**config.mk**
```make
export PLATFORM = sky130hd
export DESIGN_NAME = tcw_addr_unit
export DESIGN_NICKNAME = d
export VERILOG_FILES = /design/src/rtl/tcw_pkg.sv /design/src/rtl/tcw_addr_unit.sv
export SDC_FILE = /design/constraint.sdc
export NUM_CORES = 1
export LEC_CHECK = 0
export ABC_CLOCK_PERIOD_IN_PS = 3900
export BUFFER_PORTS_ARGS = -buffer_cell sky130_fd_sc_hd__buf_2
export CAP_MARGIN = 40
export CORE_AREA = 4 4 41 43
export DETAILED_ROUTE_END_ITERATION = 8
export DIE_AREA = 0 0 45 47
export MAX_ROUTING_LAYER = met4
export SETUP_SLACK_MARGIN = 0.15
export SYNTH_ARGS = -nofsm -noshare
export SYNTH_HDL_FRONTEND = slang
export SYNTH_SLANG_ARGS = --single-unit
```
**constraint.sdc**
```tcl
create_clock -name vclk -period 3.9
set_input_delay 0.78 -clock vclk [all_inputs]
set_output_delay 0.78 -clock vclk [all_outputs]
set_load 0.005 [all_outputs]
```
**src/rtl/tcw_pkg.sv**
```systemverilog
`timescale 1ns / 1ps
// Shared types and constants of the text console writer.
// Used by the address unit and the top level of the block.
package tcw_pkg;

  // Default screen geometry.
  localparam int SCREEN_COLS_DEF = 80;
  localparam int SCREEN_ROWS_DEF = 25;

  // Cell contents and cursor rules.
  localparam logic [7:0] BLANK_CHAR  = 8'h20;
  localparam logic [7:0] RESET_ATTR  = 8'h07;
  localparam int         TAB_STOP    = 8;

  // Control characters handled by put-char mode.
  localparam logic [7:0] CH_LF  = 8'h0A;
  localparam logic [7:0] CH_CR  = 8'h0D;
  localparam logic [7:0] CH_BS  = 8'h08;
  localparam logic [7:0] CH_TAB = 8'h09;

  // Configuration register indexes.
  localparam int CFG_IDX_W = 1;
  localparam logic [CFG_IDX_W-1:0] CFG_TEXT_ATTR = 1'd0;
  localparam logic [CFG_IDX_W-1:0] CFG_MIRROR_EN = 1'd1;
  localparam int CFG_DATA_W = 8;

  // Item modes.
  typedef enum logic [1:0] {
    MODE_PUT   = 2'd0,
    MODE_RAW   = 2'd1,
    MODE_CLEAR = 2'd2,
    MODE_READ  = 2'd3
  } mode_t;

  // Sequencer states.
  typedef enum logic [2:0] {
    S_IDLE,
    S_CALC,
    S_MEM,
    S_SCROLL,
    S_BLANK,
    S_FILL,
    S_POS
  } state_t;

endpackage

```
**src/rtl/tcw_addr_unit.sv**
```systemverilog
`timescale 1ns / 1ps
// Shared address unit: turns a row and column into a linear cell index.
// Used by the sequencer for cell addresses and for the cursor position.
module tcw_addr_unit #(
  parameter int SCREEN_COLS = tcw_pkg::SCREEN_COLS_DEF,
  parameter int SCREEN_ROWS = tcw_pkg::SCREEN_ROWS_DEF,
  localparam int RW = $clog2(SCREEN_ROWS),
  localparam int CW = $clog2(SCREEN_COLS),
  localparam int AW = $clog2(SCREEN_ROWS * SCREEN_COLS)
) (
  input  logic [RW-1:0] row,
  input  logic [CW-1:0] col,
  output logic [AW-1:0] addr
);

  // One small constant multiply and an add; the caller registers the result.
  assign addr = AW'(AW'(row) * AW'(SCREEN_COLS)) + AW'(col);

endmodule

```
Word-level counts from Yosys, hierarchy flattened

Index checks and enable logic that the tools add are counted.

Multiply operators: 1
$add $sub $neg: 1

Operator list:

| kind                                              | number |
|---|---|
| adder 11 x 7 -> 11 bit                            | 1 |
| multiplier 5 x 3 -> 7 bit (second input constant) | 1 |

Flip-flop bits (word level): 0
Logic and storage cells: 2
Input port bits: 12
Output and inout port bits: 11

Longest topological paths before layout

Gate-level depths: netlist of the first run.

Depth in word-level cells: 2
Mapped depth: 7
Gate-level depth less buffers: 7

Worst setup path after synthesis of the first run

OpenSTA, ideal clock, no wires.

Path type: input port to output port
Start: input port row[1]
End: output port addr[10]
Required time: 3120 ps
Path slack: 823 ps
Cell stages on the path: 7
Path buffers: 0
Data arrival time: 2297 ps
Cell sequence: ha_1 > ha_1 > fa_1 > xor2_1 > nand4_1 > xnor2_1 > xnor2_1

Word-level cells in the longest chain between the ends: 2

Ends and longest elaborated chain:

| element                   | RTL line            | text |
|---|---|---|
| from (decl)               | tcw_addr_unit.sv:11 | `input logic [RW-1:0] row,` |
| multiplier 5 x 3 -> 7 bit | tcw_addr_unit.sv:17 | `assign addr = AW'(AW'(row) * AW'(SCREEN_COLS)) + AW'(col);` |
| adder 11 x 7 -> 11 bit    | tcw_addr_unit.sv:17 |  |
| to (decl)                 | tcw_addr_unit.sv:13 | `output logic [AW-1:0] addr` |

No other way between the ends.

Worst setup path after layout of the first run

Ends and elaborated chain as after synthesis.

==> impl_metrics.csv, run 1 <==
group,metric,value,unit
routing,ant_nets,0,
power_and_ir_drop,vdd_ir_drop_max,0.0000953,V
routing,wl,525,µm
routing,drcViolationCount,0,
synthesis,avgSynthCellArea,9.48,µm²
global_route,grt_pass1_wl,890,µm
worst_setup_path,start_kind,"primary input",
global_route,grt_pass1_vias,231,
worst_setup_path,crit_chain,"buf_2, ha_1, ha_1, fa_1, xor2_1, nand4_1, xnor2_1, xnor2_1, buf_2",
finish,nFillCells,152,
synthesis,seq_area_frac_synth,0,
routing,drt-met1-wl,237,µm
global_route,grt_usage,0.0546,
finish,nNetsFinal,67,
routing,drt_iter0_markers,0,
synthesis,ys_warn_count,0,
power_and_ir_drop,power.leakage,0.208,nW
cts,ctsResizeCount,0,
place,place_ws,0.511,ns
worst_setup_path,slowest_stage,"fa_1",
finish,regArea,0,µm²
finish,seq_cells,0,
place,place_inst,57,
place,place.gp.congestion,0.752,
synthesis,yosysTopAreaCellShare,0.383,
floorplan,die-area,2120,µm²
timing,tightest_slew,0.215,ns
timing,slew_viol_final,0,
global_route,grt_antenna_before_repair,0,
timing,rsz0062_at_grt,"no",
worst_setup_path,required,3.12,ns
worst_setup_path,critPathKind,"in2out",
worst_setup_path,path_delay_family,"adder cells",
synthesis,synth_cell_types,10,
worst_setup_path,worst_setup_path_end_kind,"output pin",
synthesis,synthesis.nets,54,
power_and_ir_drop,powerDensity,188,nW/µm²
worst_setup_path,path_buf_inv,2,
floorplan,die_width,45,µm
cts,cts_setup_buffers,0,
floorplan,io_pins,23,
synthesis,synthTopCellsByArea,"ha_1, fa_1, xnor2_1",
worst_setup_path,path_depth,9,
timing,setup_viol,0,
status,status,"complete, no violations",
routing,dr.pass1.iters,1,
synthesis,synthCells,31,
timing,post-route-period-util,0.868,
floorplan,die_y,47,µm
timing,hold_viol,0,
synthesis,yosys.area.top_type,"ha_1",
timing,holdWs,1.56,ns
global_route,grt_max_degree,5,
timing,period_needed,3.39,ns
worst_setup_path,cp_max_fo,3,
finish,instances_no_fill,57,
place,io_buffer_count,15,
routing,viasPerCell,3.93,
timing,fmax,295,MHz
routing,wl_met2,237,µm
floorplan,core,1300,µm²
routing,highest_layer,"met3",
floorplan,initial_core_util,0.226,
worst_setup_path,critPathLaunch,"row[1]",
routing,wl_met3,50,µm
cts,hold_buffers,0,
synthesis,syn_area,294,µm²
worst_setup_path,slowest_delay,0.38,ns
finish,diodes,0,
routing,wl_per_cell,9.21,µm
hold_path,hold_path_class,"in2out",
timing,tns,0,ns
place,hpwl,488,µm
global_route,grt-ovfl-total,0,
finish,n_clock_buffer,0,
finish,multi_input_comb_area,264,µm²
finish,drive_above_1_share,0.357,
timing,fin_ws,0.513,ns
floorplan,num_rows,13,
worst_setup_path,arrival,2.61,ns
timing,maxSlewHeadroom,0.856,
run,cap_viol_max_count,0,
finish,area_growth,21.7,%
routing,num_vias,224,
worst_setup_path,crit_end,"addr[10]",
## power breakdown
part / internal, mW / total (mW) / switching, mW / leakage, nW
Combinational: 0.0351 / 0.0672 / 0.0321 / 0.208
Clock: 0 / 0 / 0 / 0
Sequential: 0 / 0 / 0 / 0
## logic make-up after synthesis
family / share of synthesized area
adder cells (fa/ha/maj): 0.519
AO/OA/AOI/OAI: 0.111
buffers and inverters: 0.102
AND/OR/NAND/NOR: 0.0596
XOR/XNOR: 0.209
## layer usage
metal / GRT usage / vias up
met1: 0.0818 / 90
met4: 0 / 0
met2: 0.0847 / 7
li1: - / 127
met5: - / -
met3: 0.00383 / 0
## cells in the final DEF, fill, tap and decap left out, drive strengths merged
cell type	Yosys	layout
ha	9	9
xor2	3	3
xnor2	4	4
buf	4	15
a21oi	2	2
nand2	2	2
fa	2	2
nor2	1	1
a21o	3	3
nand4	1	1
## metrics by stage
stage | instance area, µm² | power, mW | util
floorplan | 294 | 0.0456 | -
global placement | 358 | 0.0678 | 0.275
detailed placement | 358 | 0.0678 | 0.275
CTS | 358 | 0.0686 | 0.275
global route | 358 | 0.0781 | 0.275
finish | 358 | 0.0672 | 0.275
## how the worst min path moves through the flow
| stage | startpoint | cells past startpoint | slack (ns) | end |
|---|---|---|---|---|
| after global routing | col[1] | 0 | 1.56 | addr[1] |
| after floorplan | row[4] | 1 | 1.62 | addr[10] |
| after detailed placement | col[0] | 0 | 1.56 | addr[0] |
| after CTS | col[0] | 0 | 1.56 | addr[0] |
| final | col[1] | 0 | 1.56 | addr[1] |
| after global placement | col[0] | 0 | 1.56 | addr[0] |
## cell type report
cell class / count / share of cell area
Multi-Input combinational cell: 27 / 0.738
Timing Repair Buffer: 15 / 0.210
Tap cell: 15 / 0.0524
## synth_stat cells (all sizes together)
| library cell | instances |
|---|---|
| ha | 9 |
| xor2 | 3 |
| buf | 4 |
| nand2 | 2 |
| a21oi | 2 |
| nand4 | 1 |
| xnor2 | 4 |
| a21o | 3 |
| nor2 | 1 |
| fa | 2 |
No activity file was read; power rests on OpenSTA's default activity.
==> inputs of run 2 (changes only) <==
--- a/config.mk
+++ b/config.mk
@@ -11,7 +11,10 @@
 export CORE_AREA = 4 4 41 43
 export DETAILED_ROUTE_END_ITERATION = 8
 export DIE_AREA = 0 0 45 47
+export GPL_ROUTABILITY_DRIVEN = 0
+export GPL_TIMING_DRIVEN = 0
 export MAX_ROUTING_LAYER = met4
+export RECOVER_POWER = 25
 export SETUP_SLACK_MARGIN = 0.15
 export SYNTH_ARGS = -nofsm -noshare
 export SYNTH_HDL_FRONTEND = slang
==> run 2 against run 1 <==
Against the previous run: hold slack better by 0.17 ns; largest cell class unchanged; core utilization grew 3.8 points; total power grew 7.8%; wire length is 11% higher; setup slack got worse by 0.020 ns; count of clock-buffer cells in the layout did not move; first-iteration DRC count unchanged; critical path depth stayed put; via count up 21%; largest power group unchanged; global-route usage grew 0.56 points.
==> impl_metrics.csv, run 2 (same netlist as run 1, synthesis figures left out) <==
group,metric,value,unit
floorplan,core,1300,µm²
cts,cts_setup_buffers,0,
run,cap_viol_max_count,0,
finish,drive_above_1_share,0.460,
global_route,grt_usage,0.0603,
global_route,grt_max_degree,5,
routing,wl_per_cell,8.97,µm
cts,hold_buffers,0,
place,detailed_place.area,408,µm²
worst_setup_path,critPathKind,"in2out",
worst_setup_path,required,3.12,ns
timing,post-route-period-util,0.873,
timing,hold_viol,0,
power_and_ir_drop,powerDensity,178,nW/µm²
worst_setup_path,worst_setup_path_end_kind,"output pin",
finish,regArea,0,µm²
finish,multi_input_comb_area,264,µm²
floorplan,io_pins,23,
hold_path,hold_path_class,"in2out",
routing,ant_nets,0,
floorplan,die_y,47,µm
timing,tightest_slew,0.217,ns
finish,nNetsFinal,75,
finish,final_common_cell,"buf_2",
floorplan,num_rows,13,
cts,ctsResizeCount,0,
floorplan,initial_core_util,0.226,
global_route,grt_antenna_before_repair,0,
finish,n_clock_buffer,0,
power_and_ir_drop,power.leakage,0.242,nW
power_and_ir_drop,vdd_ir_drop_max,0.000101,V
routing,wl,583,µm
finish,finalInstanceArea,408,µm²
finish,final_cell_mix,"buf_2, ha_1, xnor2_1",
routing,num_vias,272,
place,io_buffer_count,19,
global_route,grt-ovfl-total,0,
routing,dr.pass1.iters,1,
finish,diodes,0,
timing,rsz0062_at_grt,"no",
finish,nFillCells,159,
worst_setup_path,cp_max_fo,3,
global_route,grt_pass1_wl,986,µm
finish,area_growth,38.7,%
floorplan,die_width,45,µm
global_route,grt_pass1_vias,249,
status,status,"complete, no violations",
worst_setup_path,start_kind,"primary input",
routing,viasPerCell,4.18,
routing,drcViolationCount,0,
floorplan,die-area,2120,µm²
timing,fmax,294,MHz
timing,holdWs,1.73,ns
timing,period_needed,3.41,ns
routing,drt_iter0_markers,0,
finish,seq_cells,0,
timing,tns,0,ns
worst_setup_path,arrival,2.63,ns
timing,slew_viol_final,0,
timing,maxSlewHeadroom,0.855,
timing,setup_viol,0,
[run 2: area by class of cell]
class | count | share of cell area
timing repair buffer | 19 | 0.233
buffer | 4 | 0.0736
tap | 15 | 0.0460
multi-input combinational | 27 | 0.647
[run 2: worst paths after layout]
check             slack [ns]       end  startpoint  cells past startpoint
setup / recovery        0.49  addr[10]      row[1]                      9
hold / removal          1.73   addr[0]      col[0]                      2
[run 2: power breakdown]
group	switching, mW	internal [mW]	total [mW]
combinational	0.0335	0.0389	0.0724
clock	0	0	0
sequential	0	0	0
[run 2: stage by stage]
stage | setup WS, ns | power (mW) | util | instances
finish | 0.493 | 0.0724 | 0.313 | 65
global route | 0.319 | 0.0835 | 0.313 | 65
CTS | 0.469 | 0.0743 | 0.313 | 65
detailed placement | 0.476 | 0.0737 | 0.313 | 65
global placement | 0.502 | 0.0727 | 0.313 | 65
floorplan | 0.823 | 0.0456 | - | 31
[run 2: metal layers]
metal,GRT usage,vias up,part of all wire
met1,0.0814,118,0.42
li1,-,143,-
met4,0,0,0
met5,-,-,0
met2,0.105,11,0.48
met3,0.00383,0,0.10
[run 2: worst max-delay path: stages]
cell and delay, ns:
buf_2 0.13, ha_1 0.29, ha_1 0.22, fa_1 0.38, xor2_1 0.22, nand4_1 0.14, xnor2_1 0.21, xnor2_1 0.13
buf_2 0.13
==> inputs of run 3 (changes only) <==
--- a/config.mk
+++ b/config.mk
@@ -8,9 +8,9 @@
 export ABC_CLOCK_PERIOD_IN_PS = 3900
 export BUFFER_PORTS_ARGS = -buffer_cell sky130_fd_sc_hd__buf_2
 export CAP_MARGIN = 40
-export CORE_AREA = 4 4 41 43
+export CORE_AREA = 2 2 39 41
 export DETAILED_ROUTE_END_ITERATION = 8
-export DIE_AREA = 0 0 45 47
+export DIE_AREA = 0 0 41 43
 export GPL_ROUTABILITY_DRIVEN = 0
 export GPL_TIMING_DRIVEN = 0
 export MAX_ROUTING_LAYER = met4
==> run 3 against run 2 <==
Against the previous run: core utilization down 1.8 points; die area down 17%; critical endpoint unchanged; wire length shrank 2.6%; hold slack got worse by 0.0013 ns; fmax shrank 0.15%; cell area rose by 0.31%.
==> impl_metrics.csv, run 3 (same netlist as run 1, synthesis figures left out) <==
group,metric,value,unit
status,status,"complete, no violations",
routing,drt_iter0_markers,1,
floorplan,num_rows,14,
routing,drcViolationCount,0,
routing,wl,568,µm
routing,viasPerCell,4.14,
finish,final_cell_mix,"buf_2, ha_1, xnor2_1",
timing,maxSlewHeadroom,0.850,
worst_setup_path,crit_end,"addr[10]",
floorplan,io_pins,23,
cts,hold_buffers,0,
worst_setup_path,worst_setup_path_end_kind,"output pin",
global_route,grt_pass1_vias,244,
floorplan,core,1380,µm²
global_route,grt_max_degree,5,
global_route,grt_antenna_before_repair,0,
worst_setup_path,start_kind,"primary input",
floorplan,die_width,41,µm
finish,nNetsFinal,75,
floorplan,die_y,43,µm
timing,hold_viol,0,
floorplan,initial_core_util,0.212,
timing,holdWs,1.72,ns
hold_path,hold_path_class,"in2out",
worst_setup_path,path_buf_inv,2,
worst_setup_path,cp_max_fo,3,
routing,num_vias,273,
floorplan,die-area,1760,µm²
global_route,grt_usage,0.0708,
worst_setup_path,critPathLaunch,"row[1]",
finish,drive_above_1_share,0.460,
worst_setup_path,slowest_delay,0.38,ns
power_and_ir_drop,vdd_ir_drop_max,0.0000704,V
routing,dr.pass1.iters,2,
timing,setup_viol,0,
timing,tightest_slew,0.225,ns
power_and_ir_drop,powerDensity,177,nW/µm²
finish,n_clock_buffer,0,
power_and_ir_drop,power.leakage,0.242,nW
run,cap_viol_max_count,0,
cts,ctsResizeCount,0,
cts,cts_setup_buffers,0,
finish,seq_cells,0,
worst_setup_path,arrival,2.63,ns
finish,final_common_cell,"buf_2",
power_and_ir_drop,power,72.5,µW
finish,diodes,0,
timing,post-route-period-util,0.875,
worst_setup_path,path_delay_family,"adder cells",
worst_setup_path,crit_chain,"buf_2, ha_1, ha_1, fa_1, xor2_1, nand4_1, xnor2_1, xnor2_1, buf_2",
finish,regArea,0,µm²
worst_setup_path,critPathKind,"in2out",
global_route,grt_pass1_wl,931,µm
global_route,grt-ovfl-total,0,
timing,fmax,293,MHz
worst_setup_path,slowest_stage,"fa_1",
timing,rsz0062_at_grt,"no",
routing,wl_per_cell,8.61,µm
timing,slew_viol_final,0,
place,io_buffer_count,19,
routing,ant_nets,0,
worst_setup_path,path_depth,9,
worst_setup_path,required,3.12,ns
timing,tns,0,ns
timing,period_needed,3.41,ns
finish,area_growth,39.1,%
-- run 3: cell counts in the layout (fill, tap and decap cells not counted) --
No cell type changed its count.
-- run 3: routing by layer --
layer / GRT usage / share of wire / vias up
met1: 0.0892 / 0.43 / 119
met4: 0 / 0 / 0
li1: - / - / 144
met2: 0.128 / 0.47 / 10
met3: 0 / 0.090 / 0
met5: - / 0 / -
-- run 3: worst min-delay path by stage --
stage,end,cells after the start,from
final,addr[0],2,col[0]
after global routing,addr[0],2,col[0]
after CTS,addr[0],2,col[0]
after detailed placement,addr[0],2,col[0]
after global placement,addr[1],2,col[1]
after floorplan,addr[10],1,row[4]
-- run 3: area by class of cell --
type	count	area (µm²)
Buffer	4	30.0
Multi-Input combinational cell	27	264
Timing Repair Buffer	19	95.1
Tap cell	16	20.0
Fill cell	165	975
-- run 3: stage by stage --
step / util / setup WS, ns / std cells / area [µm²]
finish: 0.296 / 0.488 / 66 / 409
global route: 0.296 / 0.356 / 66 / 409
CTS: 0.296 / 0.472 / 66 / 409
detailed placement: 0.296 / 0.485 / 66 / 409
global placement: 0.296 / 0.504 / 66 / 409
floorplan: - / 0.823 / 31 / 294
-- run 3: where the power goes --
group | leakage [nW] | total [mW] | switching, mW | internal [mW]
sequential | 0 | 0 | 0 | 0
clock | 0 | 0 | 0 | 0
combinational | 0.242 | 0.0725 | 0.0336 | 0.0389
total | 0.242 | 0.0725 | 0.0336 | 0.0389
